<file path="src/sv/sps_pkg.sv">
`timescale 1ns / 1ps
// ----------------------------------------------------------------------------
// sps_pkg
// types, codes and helpers shared by the step sequencer modules
// ----------------------------------------------------------------------------
package sps_pkg;

   // item kinds carried in tuser
   localparam logic [1:0] FUNC_TICK  = 2'd0;
   localparam logic [1:0] FUNC_SCAN  = 2'd1;
   localparam logic [1:0] FUNC_WRITE = 2'd2;

   // register indexes
   localparam logic [2:0] REG_TICKS_PER_STEP = 3'd0;
   localparam logic [2:0] REG_GATE_OFF_TICK  = 3'd1;
   localparam logic [2:0] REG_CV_BASE_LOW    = 3'd2;
   localparam logic [2:0] REG_CV_BASE_MID    = 3'd3;
   localparam logic [2:0] REG_CV_BASE_HIGH   = 3'd4;

   localparam int CSR_ADDR_W = 5;
   localparam int CSR_DATA_W = 32;

   // register reset values
   localparam logic [4:0] TICKS_PER_STEP_RST = 5'd6;
   localparam logic [4:0] GATE_OFF_TICK_RST  = 5'd4;
   localparam logic [7:0] CV_BASE_LOW_RST    = 8'd0;
   localparam logic [7:0] CV_BASE_MID_RST    = 8'd12;
   localparam logic [7:0] CV_BASE_HIGH_RST   = 8'd24;

   // pattern entry: flags in the low bits, note above
   localparam int ENTRY_W     = 10;
   localparam int FLAG_ON     = 0;
   localparam int FLAG_UP     = 1;
   localparam int FLAG_DOWN   = 2;
   localparam int FLAG_ACCENT = 3;
   localparam int FLAG_SLIDE  = 4;
   localparam int FLAG_LAST   = 5;
   localparam int NOTE_LSB    = 6;

   // fixed key-bank widths
   localparam int PAT_KEYS_W  = 8;
   localparam int NOTE_KEYS_W = 13;

   localparam int REQ_TDATA_W = 48;
   localparam int RSP_TDATA_W = 32;

   typedef enum logic [0:0] {
      ST_CLEAR,
      ST_READY
   } state_type;

   typedef struct packed {
      logic [4:0] ticks_per_step;
      logic [4:0] gate_off_tick;
      logic [7:0] cv_base_low;
      logic [7:0] cv_base_mid;
      logic [7:0] cv_base_high;
   } cfg_type;

   typedef struct packed {
      logic [1:0]  func;
      logic        run_key;
      logic        note_mode_key;
      logic [7:0]  pattern_keys;
      logic [12:0] note_keys;
      logic        up_key;
      logic        down_key;
      logic [2:0]  wr_pattern;
      logic [4:0]  wr_step;
      logic [3:0]  wr_note;
      logic [5:0]  wr_flags;
   } req_type;

   // declared high to low so that gate lands in bit 0
   typedef struct packed {
      logic       keyboard_active;
      logic       tempo_led;
      logic [4:0] cur_step;
      logic [2:0] queued_pattern;
      logic [2:0] cur_pattern;
      logic       running;
      logic [7:0] cv_index;
      logic       slide;
      logic       accent;
      logic       gate;
   } result_type;

   typedef struct packed {
      logic               we;
      logic [ENTRY_W-1:0] data;
   } mem_wr_type;

   // octave base plus note, saturating at the top of the cv table
   function automatic logic [7:0] octave_cv(input logic up, input logic down,
                                            input logic [3:0] note, input cfg_type cfg);
      logic [7:0] base;
      logic [8:0] sum;
      if (up) begin
         base = cfg.cv_base_high;
      end else if (down) begin
         base = cfg.cv_base_low;
      end else begin
         base = cfg.cv_base_mid;
      end
      sum = {1'b0, base} + {5'b0, note};
      return sum[8] ? 8'hFF : sum[7:0];
   endfunction

endpackage

</file>
<file path="src/sv/sps_ram.sv">
`timescale 1ns / 1ps
// ----------------------------------------------------------------------------
// sps_ram
// simple dual-port ram, one write and one registered read port
// ----------------------------------------------------------------------------
module sps_ram #(
   parameter int WIDTH = 10,
   parameter int DEPTH = 128
) (
   input  logic                     clock,
   input  logic                     we,
   input  logic [$clog2(DEPTH)-1:0] waddr,
   input  logic [WIDTH-1:0]         wdata,
   input  logic [$clog2(DEPTH)-1:0] raddr,
   output logic [WIDTH-1:0]         rdata
);

   logic [WIDTH-1:0] mem_ff [DEPTH];
   logic [WIDTH-1:0] rdata_ff;

   always_ff @(posedge clock) begin
      if (we) begin
         mem_ff[waddr] <= wdata;
      end
      rdata_ff <= mem_ff[raddr];
   end

   assign rdata = rdata_ff;

endmodule

</file>
<file path="src/sv/sps_core.sv">
`timescale 1ns / 1ps
// ----------------------------------------------------------------------------
// sps_core
// sequencer state, tick/scan/write decode and pattern store addressing
// ----------------------------------------------------------------------------
module sps_core #(
   parameter int PATTERNS   = 8,
   parameter int STEP_LIMIT = 17,
   parameter int NOTE_KEYS  = 13,
   parameter int ADDR_W     = 7
) (
   input  logic                          clock,
   input  logic                          reset,
   input  logic                          accept,
   input  sps_pkg::req_type              req,
   input  sps_pkg::cfg_type              cfg,
   input  logic [sps_pkg::ENTRY_W-1:0]   entry,
   output logic [ADDR_W-1:0]             rd_addr,
   output sps_pkg::mem_wr_type           wr,
   output logic [ADDR_W-1:0]             wr_addr,
   output sps_pkg::result_type           result
);
   import sps_pkg::*;

   localparam int STEPS  = STEP_LIMIT - 1;
   localparam int STEP_W = $clog2(STEP_LIMIT);

   function automatic logic [ADDR_W-1:0] store_addr(input int pat, input int stp);
      return ADDR_W'(pat * STEPS + stp - 1);
   endfunction

   logic              run_ff, run_in;
   logic              rkprev_ff, rkprev_in;
   logic [2:0]        play_ff, play_in;
   logic [2:0]        queue_ff, queue_in;
   logic [STEP_W-1:0] step_ff, step_in;
   logic [4:0]        tick_ff, tick_in;
   logic              blink_ff, blink_in;
   logic              tempo_ff, tempo_in;
   logic              gate_ff, gate_in;
   logic              accent_ff, accent_in;
   logic              slide_ff, slide_in;
   logic [7:0]        cv_ff, cv_in;
   logic              kb_active;

   always_comb begin
      logic [5:0]      t_sum;
      logic [STEP_W:0] step_nx;
      logic            on;
      logic            sl;
      logic            chain;
      logic            pk_hit;
      logic [2:0]      pk_idx;
      logic            nk_hit;
      logic [3:0]      nk_idx;

      run_in    = run_ff;
      rkprev_in = rkprev_ff;
      play_in   = play_ff;
      queue_in  = queue_ff;
      step_in   = step_ff;
      tick_in   = tick_ff;
      blink_in  = blink_ff;
      tempo_in  = tempo_ff;
      gate_in   = gate_ff;
      accent_in = accent_ff;
      slide_in  = slide_ff;
      cv_in     = cv_ff;
      kb_active = 1'b0;
      wr.we     = 1'b0;
      wr.data   = {req.wr_note, req.wr_flags};
      wr_addr   = store_addr(int'(req.wr_pattern), int'(req.wr_step));
      on        = entry[FLAG_ON];
      sl        = entry[FLAG_SLIDE];
      chain     = 1'b0;
      t_sum     = {1'b0, tick_ff} + 6'd1;
      step_nx   = {1'b0, step_ff} + (STEP_W+1)'(1);

      // lowest pattern key, highest note key
      pk_hit = 1'b0;
      pk_idx = 3'd0;
      for (int i = PAT_KEYS_W - 1; i >= 0; i--) begin
         if (req.pattern_keys[i] && i < PATTERNS) begin
            pk_hit = 1'b1;
            pk_idx = 3'(i);
         end
      end
      nk_hit = 1'b0;
      nk_idx = 4'd0;
      for (int i = 0; i < NOTE_KEYS_W; i++) begin
         if (req.note_keys[i] && i < NOTE_KEYS) begin
            nk_hit = 1'b1;
            nk_idx = 4'(i);
         end
      end

      if (accept) begin
         unique case (req.func)
            FUNC_TICK: begin
               if (t_sum > {1'b0, cfg.ticks_per_step}) begin
                  t_sum    = 6'd1;
                  blink_in = ~blink_ff;
                  // tempo flips when the half phase wraps back to zero
                  if (blink_ff) begin
                     tempo_in = ~tempo_ff;
                  end
               end
               tick_in = t_sum[4:0];
               if (run_ff) begin
                  if (tick_in == 5'd1) begin
                     gate_in = on;
                     if (on) begin
                        accent_in = entry[FLAG_ACCENT];
                        slide_in  = sl;
                        cv_in     = octave_cv(entry[FLAG_UP], entry[FLAG_DOWN],
                                              entry[NOTE_LSB +: 4], cfg);
                     end else begin
                        accent_in = 1'b0;
                        slide_in  = 1'b0;
                     end
                  end
                  if (tick_in == cfg.gate_off_tick && on && !sl) begin
                     gate_in   = 1'b0;
                     accent_in = 1'b0;
                  end
                  if (tick_in == cfg.ticks_per_step) begin
                     if (entry[FLAG_LAST]) begin
                        step_in = STEP_W'(1);
                        chain   = 1'b1;
                     end else if (step_nx >= (STEP_W+1)'(STEP_LIMIT)) begin
                        step_in = STEP_W'(1);
                        chain   = 1'b1;
                     end else begin
                        step_in = step_nx[STEP_W-1:0];
                     end
                     if (chain) begin
                        play_in = queue_ff;
                     end
                  end
               end
            end
            FUNC_SCAN: begin
               if (!rkprev_ff && req.run_key) begin
                  run_in  = ~run_ff;
                  step_in = STEP_W'(1);
                  tick_in = 5'd1;
               end
               rkprev_in = req.run_key;
               if (run_in) begin
                  if (pk_hit) begin
                     queue_in = pk_idx;
                  end
               end else if (req.note_mode_key) begin
                  if (nk_hit) begin
                     cv_in = octave_cv(req.up_key, req.down_key, nk_idx, cfg);
                  end
                  gate_in   = nk_hit;
                  kb_active = 1'b1;
               end else begin
                  gate_in = 1'b0;
                  if (pk_hit) begin
                     play_in  = pk_idx;
                     queue_in = pk_idx;
                  end
               end
            end
            FUNC_WRITE: begin
               wr.we = (int'(req.wr_pattern) < PATTERNS) && (req.wr_step != 5'd0) &&
                       (int'(req.wr_step) < STEP_LIMIT);
            end
            default: begin
            end
         endcase
      end
   end

   // prefetch the entry of the step that is current after this cycle
   assign rd_addr = store_addr(int'(play_in), int'(step_in));

   always_ff @(posedge clock) begin
      if (reset) begin
         run_ff    <= 1'b0;
         rkprev_ff <= 1'b0;
         play_ff   <= 3'd0;
         queue_ff  <= 3'd0;
         step_ff   <= STEP_W'(1);
         tick_ff   <= 5'd1;
         blink_ff  <= 1'b0;
         tempo_ff  <= 1'b1;
         gate_ff   <= 1'b0;
         accent_ff <= 1'b0;
         slide_ff  <= 1'b0;
         cv_ff     <= 8'd0;
      end else begin
         run_ff    <= run_in;
         rkprev_ff <= rkprev_in;
         play_ff   <= play_in;
         queue_ff  <= queue_in;
         step_ff   <= step_in;
         tick_ff   <= tick_in;
         blink_ff  <= blink_in;
         tempo_ff  <= tempo_in;
         gate_ff   <= gate_in;
         accent_ff <= accent_in;
         slide_ff  <= slide_in;
         cv_ff     <= cv_in;
      end
   end

   always_comb begin
      result.gate            = gate_in;
      result.accent          = accent_in;
      result.slide           = slide_in;
      result.cv_index        = cv_in;
      result.running         = run_in;
      result.cur_pattern     = play_in;
      result.queued_pattern  = queue_in;
      result.cur_step        = 5'(step_in);
      result.tempo_led       = tempo_in;
      result.keyboard_active = kb_active;
   end

endmodule

</file>
<file path="src/sv/step_sequencer_pattern_play.sv">
`timescale 1ns / 1ps
// ----------------------------------------------------------------------------
// step_sequencer_pattern_play
// pattern-play step sequencer with stream in/out and apb register port
// ----------------------------------------------------------------------------
// Takes one item per clock (tick, panel scan or step write) while req_tready
// is high and returns one result beat per item, registered, in the cycle
// after the item is taken; a held result does not stop the next item unless
// it is still waiting when the following one would overwrite it. The pattern
// store sits in a single ram with a registered read; the entry of the step
// that plays next is fetched ahead whenever the play position changes, and a
// write to that same entry is forwarded. After reset the store is zeroed
// one entry per cycle, PATTERNS*(STEP_LIMIT-1) entries (128 by default), and
// req_tready stays low until then; register writes are taken throughout.
module step_sequencer_pattern_play #(
   parameter int PATTERNS   = 8,
   parameter int STEP_LIMIT = 17,
   parameter int NOTE_KEYS  = 13
) (
   input  logic                              clock,
   input  logic                              reset,
   // tuser: func[1:0]
   // tdata: run_key, note_mode_key, pattern_keys[7:0], note_keys[12:0],
   //        up_key, down_key, wr_pattern[2:0], wr_step[4:0], wr_note[3:0],
   //        wr_flags[5:0], zero fill
   input  logic                              req_tvalid,
   output logic                              req_tready,
   input  logic [sps_pkg::REQ_TDATA_W-1:0]   req_tdata,
   input  logic [1:0]                        req_tuser,
   // tdata: gate, accent, slide, cv_index[7:0], running, cur_pattern[2:0],
   //        queued_pattern[2:0], cur_step[4:0], tempo_led, keyboard_active,
   //        zero fill
   output logic                              rsp_tvalid,
   input  logic                              rsp_tready,
   output logic [sps_pkg::RSP_TDATA_W-1:0]   rsp_tdata,
   input  logic                              csr_psel,
   input  logic                              csr_penable,
   input  logic                              csr_pwrite,
   input  logic [sps_pkg::CSR_ADDR_W-1:0]    csr_paddr,
   input  logic [sps_pkg::CSR_DATA_W-1:0]    csr_pwdata,
   output logic [sps_pkg::CSR_DATA_W-1:0]    csr_prdata,
   output logic                              csr_pready
);
   import sps_pkg::*;

   localparam int DEPTH  = PATTERNS * (STEP_LIMIT - 1);
   localparam int ADDR_W = $clog2(DEPTH);

   // ------------------------------------------------------------------
   // register port
   // ------------------------------------------------------------------
   cfg_type    cfg_ff, cfg_in;
   logic [2:0] reg_idx;
   logic       csr_wr;

   assign reg_idx    = csr_paddr[4:2];
   assign csr_pready = 1'b1;
   assign csr_wr     = csr_psel && csr_penable && csr_pwrite && csr_pready;

   always_comb begin
      cfg_in = cfg_ff;
      if (csr_wr) begin
         unique case (reg_idx)
            REG_TICKS_PER_STEP: cfg_in.ticks_per_step = csr_pwdata[4:0];
            REG_GATE_OFF_TICK:  cfg_in.gate_off_tick  = csr_pwdata[4:0];
            REG_CV_BASE_LOW:    cfg_in.cv_base_low    = csr_pwdata[7:0];
            REG_CV_BASE_MID:    cfg_in.cv_base_mid    = csr_pwdata[7:0];
            REG_CV_BASE_HIGH:   cfg_in.cv_base_high   = csr_pwdata[7:0];
            default: begin
            end
         endcase
      end
   end

   always_comb begin
      unique case (reg_idx)
         REG_TICKS_PER_STEP: csr_prdata = {27'd0, cfg_ff.ticks_per_step};
         REG_GATE_OFF_TICK:  csr_prdata = {27'd0, cfg_ff.gate_off_tick};
         REG_CV_BASE_LOW:    csr_prdata = {24'd0, cfg_ff.cv_base_low};
         REG_CV_BASE_MID:    csr_prdata = {24'd0, cfg_ff.cv_base_mid};
         REG_CV_BASE_HIGH:   csr_prdata = {24'd0, cfg_ff.cv_base_high};
         default:            csr_prdata = '0;
      endcase
   end

   always_ff @(posedge clock) begin
      if (reset) begin
         cfg_ff.ticks_per_step <= TICKS_PER_STEP_RST;
         cfg_ff.gate_off_tick  <= GATE_OFF_TICK_RST;
         cfg_ff.cv_base_low    <= CV_BASE_LOW_RST;
         cfg_ff.cv_base_mid    <= CV_BASE_MID_RST;
         cfg_ff.cv_base_high   <= CV_BASE_HIGH_RST;
      end else begin
         cfg_ff <= cfg_in;
      end
   end

   // ------------------------------------------------------------------
   // store clearing after reset
   // ------------------------------------------------------------------
   state_type         state_ff, state_in;
   logic [ADDR_W-1:0] clr_cnt_ff, clr_cnt_in;
   logic              clr_active;
   logic              clr_last;

   assign clr_last = (clr_cnt_ff == ADDR_W'(DEPTH - 1));

   always_comb begin
      state_in = state_ff;
      unique case (state_ff)
         ST_CLEAR: begin
            if (clr_last) begin
               state_in = ST_READY;
            end
         end
         ST_READY: begin
            state_in = ST_READY;
         end
      endcase
   end

   always_comb begin
      unique case (state_ff)
         ST_CLEAR: clr_active = 1'b1;
         ST_READY: clr_active = 1'b0;
      endcase
   end

   assign clr_cnt_in = clr_active ? clr_cnt_ff + ADDR_W'(1) : clr_cnt_ff;

   always_ff @(posedge clock) begin
      if (reset) begin
         state_ff   <= ST_CLEAR;
         clr_cnt_ff <= '0;
      end else begin
         state_ff   <= state_in;
         clr_cnt_ff <= clr_cnt_in;
      end
   end

   // ------------------------------------------------------------------
   // input decode and core
   // ------------------------------------------------------------------
   req_type            req;
   logic               accept;
   logic               rsp_valid_ff, rsp_valid_in;
   result_type         rsp_data_ff, rsp_data_in;
   logic [ENTRY_W-1:0] entry;
   logic [ADDR_W-1:0]  rd_addr;
   logic [ADDR_W-1:0]  core_wr_addr;
   mem_wr_type         core_wr;

   always_comb begin
      req.func          = req_tuser;
      req.run_key       = req_tdata[0];
      req.note_mode_key = req_tdata[1];
      req.pattern_keys  = req_tdata[9:2];
      req.note_keys     = req_tdata[22:10];
      req.up_key        = req_tdata[23];
      req.down_key      = req_tdata[24];
      req.wr_pattern    = req_tdata[27:25];
      req.wr_step       = req_tdata[32:28];
      req.wr_note       = req_tdata[36:33];
      req.wr_flags      = req_tdata[42:37];
   end

   assign req_tready = !clr_active && (!rsp_valid_ff || rsp_tready);
   assign accept     = req_tvalid && req_tready;

   sps_core #(
      .PATTERNS   (PATTERNS),
      .STEP_LIMIT (STEP_LIMIT),
      .NOTE_KEYS  (NOTE_KEYS),
      .ADDR_W     (ADDR_W)
   ) u_sps_core (
      .clock   (clock),
      .reset   (reset),
      .accept  (accept),
      .req     (req),
      .cfg     (cfg_ff),
      .entry   (entry),
      .rd_addr (rd_addr),
      .wr      (core_wr),
      .wr_addr (core_wr_addr),
      .result  (rsp_data_in)
   );

   // ------------------------------------------------------------------
   // pattern store with write forwarding
   // ------------------------------------------------------------------
   logic               ram_we;
   logic [ADDR_W-1:0]  ram_waddr;
   logic [ENTRY_W-1:0] ram_wdata;
   logic [ENTRY_W-1:0] ram_rdata;
   logic               fwd_hit_ff;
   logic [ENTRY_W-1:0] fwd_data_ff;

   assign ram_we    = clr_active || core_wr.we;
   assign ram_waddr = clr_active ? clr_cnt_ff : core_wr_addr;
   assign ram_wdata = clr_active ? '0 : core_wr.data;

   sps_ram #(
      .WIDTH (ENTRY_W),
      .DEPTH (DEPTH)
   ) u_sps_ram (
      .clock (clock),
      .we    (ram_we),
      .waddr (ram_waddr),
      .wdata (ram_wdata),
      .raddr (rd_addr),
      .rdata (ram_rdata)
   );

   // ram reads old data on a same-address write
   always_ff @(posedge clock) begin
      if (reset) begin
         fwd_hit_ff <= 1'b0;
      end else begin
         fwd_hit_ff <= ram_we && (ram_waddr == rd_addr);
      end
      fwd_data_ff <= ram_wdata;
   end

   assign entry = fwd_hit_ff ? fwd_data_ff : ram_rdata;

   // ------------------------------------------------------------------
   // result register
   // ------------------------------------------------------------------
   assign rsp_valid_in = accept ? 1'b1 : (rsp_tready ? 1'b0 : rsp_valid_ff);

   always_ff @(posedge clock) begin
      if (reset) begin
         rsp_valid_ff <= 1'b0;
      end else begin
         rsp_valid_ff <= rsp_valid_in;
      end
      if (accept) begin
         rsp_data_ff <= rsp_data_in;
      end
   end

   assign rsp_tvalid = rsp_valid_ff;
   assign rsp_tdata  = {(RSP_TDATA_W - $bits(result_type))'(0), rsp_data_ff};

endmodule

</file>
<file path="config.mk">
export PLATFORM = sky130hd
export DESIGN_NAME = step_sequencer_pattern_play
export DESIGN_NICKNAME = d
export VERILOG_FILES = /design/src/sv/sps_pkg.sv /design/src/sv/sps_ram.sv /design/src/sv/sps_core.sv /design/src/sv/step_sequencer_pattern_play.sv
export SDC_FILE = /design/constraint.sdc
export NUM_CORES = 2
export LEC_CHECK = 0
export BUFFER_PORTS_ARGS = -buffer_cell sky130_fd_sc_hd__buf_4
export CAP_MARGIN = 20
export CORE_MARGIN = 3
export CORE_UTILIZATION = 56
export CTS_CLUSTER_SIZE = 20
export DETAILED_ROUTE_END_ITERATION = 8
export HOLD_SLACK_MARGIN = 0.06
export PLACE_DENSITY = 0.85
export SYNTH_ARGS = -nofsm -noshare
export SYNTH_HDL_FRONTEND = slang
export SYNTH_SLANG_ARGS = --single-unit
</file>
<file path="constraint.sdc">
create_clock -name clock -period 7.4 [get_ports clock]
set_clock_uncertainty 0.05 [all_clocks]
set_input_delay 0.37 -clock clock [delete_from_list [all_inputs] [get_ports clock]]
set_output_delay 0.37 -clock clock [all_outputs]
set_load 0.1 [all_outputs]
</file>
==> metrics.csv <==
stage,metric,value,unit
detailed_routing,avgViaCountPerCell,6.60,
global_route,grt_overflow,0,
detailed_routing,vias,31200,
yosys,yosys_warnings,0,
hold_path,hold_path_end,u_sps_core.rkprev_ff,
detailed_routing,drt_iter0_markers,4498,
yosys,synth_common_cells,"edfxtp_1, mux4_2, nor2_1",
outcome,status,"complete, no violations",
floorplanning,initial_core_util,56.7,%
pwr,power.total,16.1,mW
floorplanning,coreArea,101000,um2
critical_path,critPathArrivalTime,7550,ps
critical_path,rr_startpoint,u_sps_core.tick_ff[0],
global_route,grt_max_degree,111,
pwr,leakagePower,22.3,nW
hold_path,worst_hold_startpoint,req_tuser[0],
placed_design,pre_cts_ws,385,ps
layout,synthToLayoutAreaGrowth,12.1,%
yosys,async_reset_ff_share,0,%
timing,setup_viol,0,
detailed_routing,ant_nets,0,
timing,hold_violations,0,
layout,nets,3400,
cts,cts.sinks,1400,
yosys,syn_avg_cell_area,18.4,um2
yosys,ys_seq_area_share,72.0,%
layout,finalCoreUtilization,63.6,%
global_route,antenna_found_initial,0,
yosys,netlist.area_leader.share,68.7,%
run,maxCapViolCount,0,
pwr,switchingPower,3.50,mW
cts,cts_tree,built,
critical_path,worst-setup-path-type,flop to flop,
global_route,grt_pass1_wl,208000,um
yosys,mappedNetlistArea,57100,um2
cts,clk_pin_slew_worst_paths,60,ps
layout,final_cells,4733,
critical_path,worstPathRequired,7950,ps
timing,period_share,94.6,%
floorplanning,fp.dieH,325,um
critical_path,r2r_end,u_sps_ram.rdata[5],
hold_path,whs_path_depth,4,
detailed_routing,wl_per_cell,29.8,um
yosys,synth_ff_type,edfxtp_1,
yosys,synth_top_area_cell,edfxtp_1,
yosys,synth_edf_count,1305,
timing,rsz0062_at_grt,false,
pwr,powerDensity,252,nW/um2
layout,nFillCells,6439,
yosys,synth-seq-cells,1400,
placed_design,place_area,59400,um2
detailed_routing,drc,0,
global_route,grt_usage,26.6,%
detailed_routing,dr.pass1.iters,7,
pwr,peakVddDrop,0.000206,V
floorplanning,die_area,106000,um2
yosys,synthCells,3104,
critical_path,r2r_cells,27,
detailed_routing,top_layer,met4,
pwr,seqPwrFrac,53.5,%
timing,worst_pin_slew,1160,ps
yosys,yosys.cell_types.count,81,
detailed_routing,met1Wirelength,50400,um
timing,setup_tns,0,ps
timing,period_minus_slack,7000,ps
hold_path,worstHoldPathType,input port to flop,
cts,clk_latency,750,ps
global_route,first_global_vias,31200,
cts,clock-root-buffer,clkbuf_16,
floorplanning,row_count,116,
timing,hold_slack,89.9,ps
cts,htreeDepth,4,
layout,layout-drive-gt1-share,22.2,%
yosys,synth.most_common_cell,edfxtp_1,
cts,cts_max_path_buffers,3,
timing,slew_headroom,20.3,%
critical_path,rrSetupSlack,400,ps
detailed_routing,wl,141000,um
pwr,combPwrFrac,4.5,%
timing,slew_viol_final,0,
pwr,pwr-share-clk,42.0,%
cts,cts_buffers,136,
critical_path,cp-start-kind,flop,
floorplanning,pin_count,161,
floorplanning,dieWidth,325,um
layout,design_area,64000,um2
pwr,internal_power,12.6,mW
detailed_routing,route.met2.wl,68000,um
timing,setup_ws,398,ps
critical_path,cp_max_fo,10,
placed_design,place_inst,4471,
timing,clock.fmax,143,MHz
pwr,sw_frac_of_total,21.7,%
yosys,netlist_top_cells_area,"edfxtp_1, mux4_2, dfxtp_1, mux2i_1, nor2_1",
placed_design,gp_congestion,0.916,
layout,num_antenna_cells,0,
critical_path,end_kind,flop,
detailed_routing,wl_met3,16400,um
placed_design,dp_hpwl,82400,um
placed_design,portBuffers,97,
==> registers in the layout (all words and copies together), names as in the netlist, 3 cells and up <==
register and flops:
fwd_data_ff 10, u_sps_core.cv_ff 8, rsp_tdata 25, u_sps_core.step_ff 5, u_sps_core.play_ff 3, clr_cnt_ff 7, u_sps_core.queue_ff 3, cfg_ff 34
u_sps_ram.rdata 10, u_sps_ram.mem_ff 1280, u_sps_core.tick_ff 5
==> cells by family (layout without fill, tap and decap cells) <==
| group | after synthesis | after routing | share of synthesized area [%] |
|---|---|---|---|
| DFF | 1400 | 1400 | 72.0 |
| adders and majority gates | 34 | 34 | 0.785 |
| AOI/OAI and AO/OA | 270 | 270 | 3.42 |
| muxes | 503 | 503 | 16.2 |
| other | 2 | 32 | 0.0132 |
| buffers and inverters | 243 | 485 | 2.12 |
| xor gates and xnor gates | 43 | 43 | 0.673 |
| and+or+nand+nor | 609 | 609 | 4.74 |
==> critical path, cell delays in order (launching register included) <==
cell	delay (ps)
dfxtp_1	540
ha_1	340
nand3_1	150
or2_2	320
nand2_1	160
ha_1	290
and3_1	210
o21a_1	140
o211a_1	230
a211oi_2	370
nand3_1	210
nor2_2	310
nor2_1	70
a21oi_1	120
o221ai_1	200
ha_1	330
inv_1	40
ha_1	390
inv_1	180
a2111oi_1	80
nor3_1	320
and2_4	330
buf_12	170
mux2i_1	260
a22o_1	230
a221oi_1	90
o21ai_0	560
mux2i_1	150
==> cell usage in the layout, fill, tap and decap left out, types with 54 or more instances in the layout <==
cell type	count
nand2_1	173
mux4_2	336
nor2_1	247
buf_4	158
a21oi_1	58
clkbuf_16	139
mux2i_1	150
inv_1	54
dfxtp_1	95
edfxtp_1	1305
==> power groups by stage <==
stage               sequential (mW)  clock (mW)  combinational [mW]
finish                         8.62        6.77               0.726
global route                   8.61        7.11               0.755
CTS                            8.62        6.81               0.699
detailed placement             8.78           0               0.686
global placement               8.78           0               0.672
floorplan                      8.74           0               0.484
==> final cells by class <==
type,instances,area (um2),share of cell area [%]
repair buffers,187,1650,2.58
clock inverters,78,722,1.13
well taps,1357,1700,2.65
multi-input cells,1491,15000,23.4
inverters,56,213,0.333
clock buffers,164,3600,5.63
flip-flops and latches,1400,41100,64.2
==> worst max path at each step <==
| stage | start | end | slack (ps) | cells after the start |
|---|---|---|---|---|
| 2_1_floorplan | u_sps_core.tick_ff[1] | u_sps_ram.rdata[7] | 380 | 28 |
| 3_3_place_gp | u_sps_core.tick_ff[0] | u_sps_ram.rdata[8] | 540 | 27 |
| 3_5_place_dp | u_sps_core.tick_ff[0] | u_sps_ram.rdata[8] | 390 | 27 |
| 4_1_cts | u_sps_core.tick_ff[0] | u_sps_ram.rdata[8] | 330 | 19 |
| 5_1_grt | u_sps_core.tick_ff[0] | u_sps_ram.rdata[5] | 90 | 27 |
| 6_report | u_sps_core.tick_ff[0] | u_sps_ram.rdata[5] | 400 | 27 |
==> routing by layer <==
metal  global-route usage, %  vias to the layer above
li1                        -                    12700
met1                    35.8                    15800
met2                    42.1                     2320
met3                    6.61                      381
met4                    11.0                        0
met5                       0                        -
==> repair_timing <==
action                     CTS  global route
hold buffers                13             0
setup buffers                0             1
hold endpoints to repair    38             0
setup endpoints to repair    0             4
gates resized for setup      0             2
No activity file was read; power rests on OpenSTA's default activity.
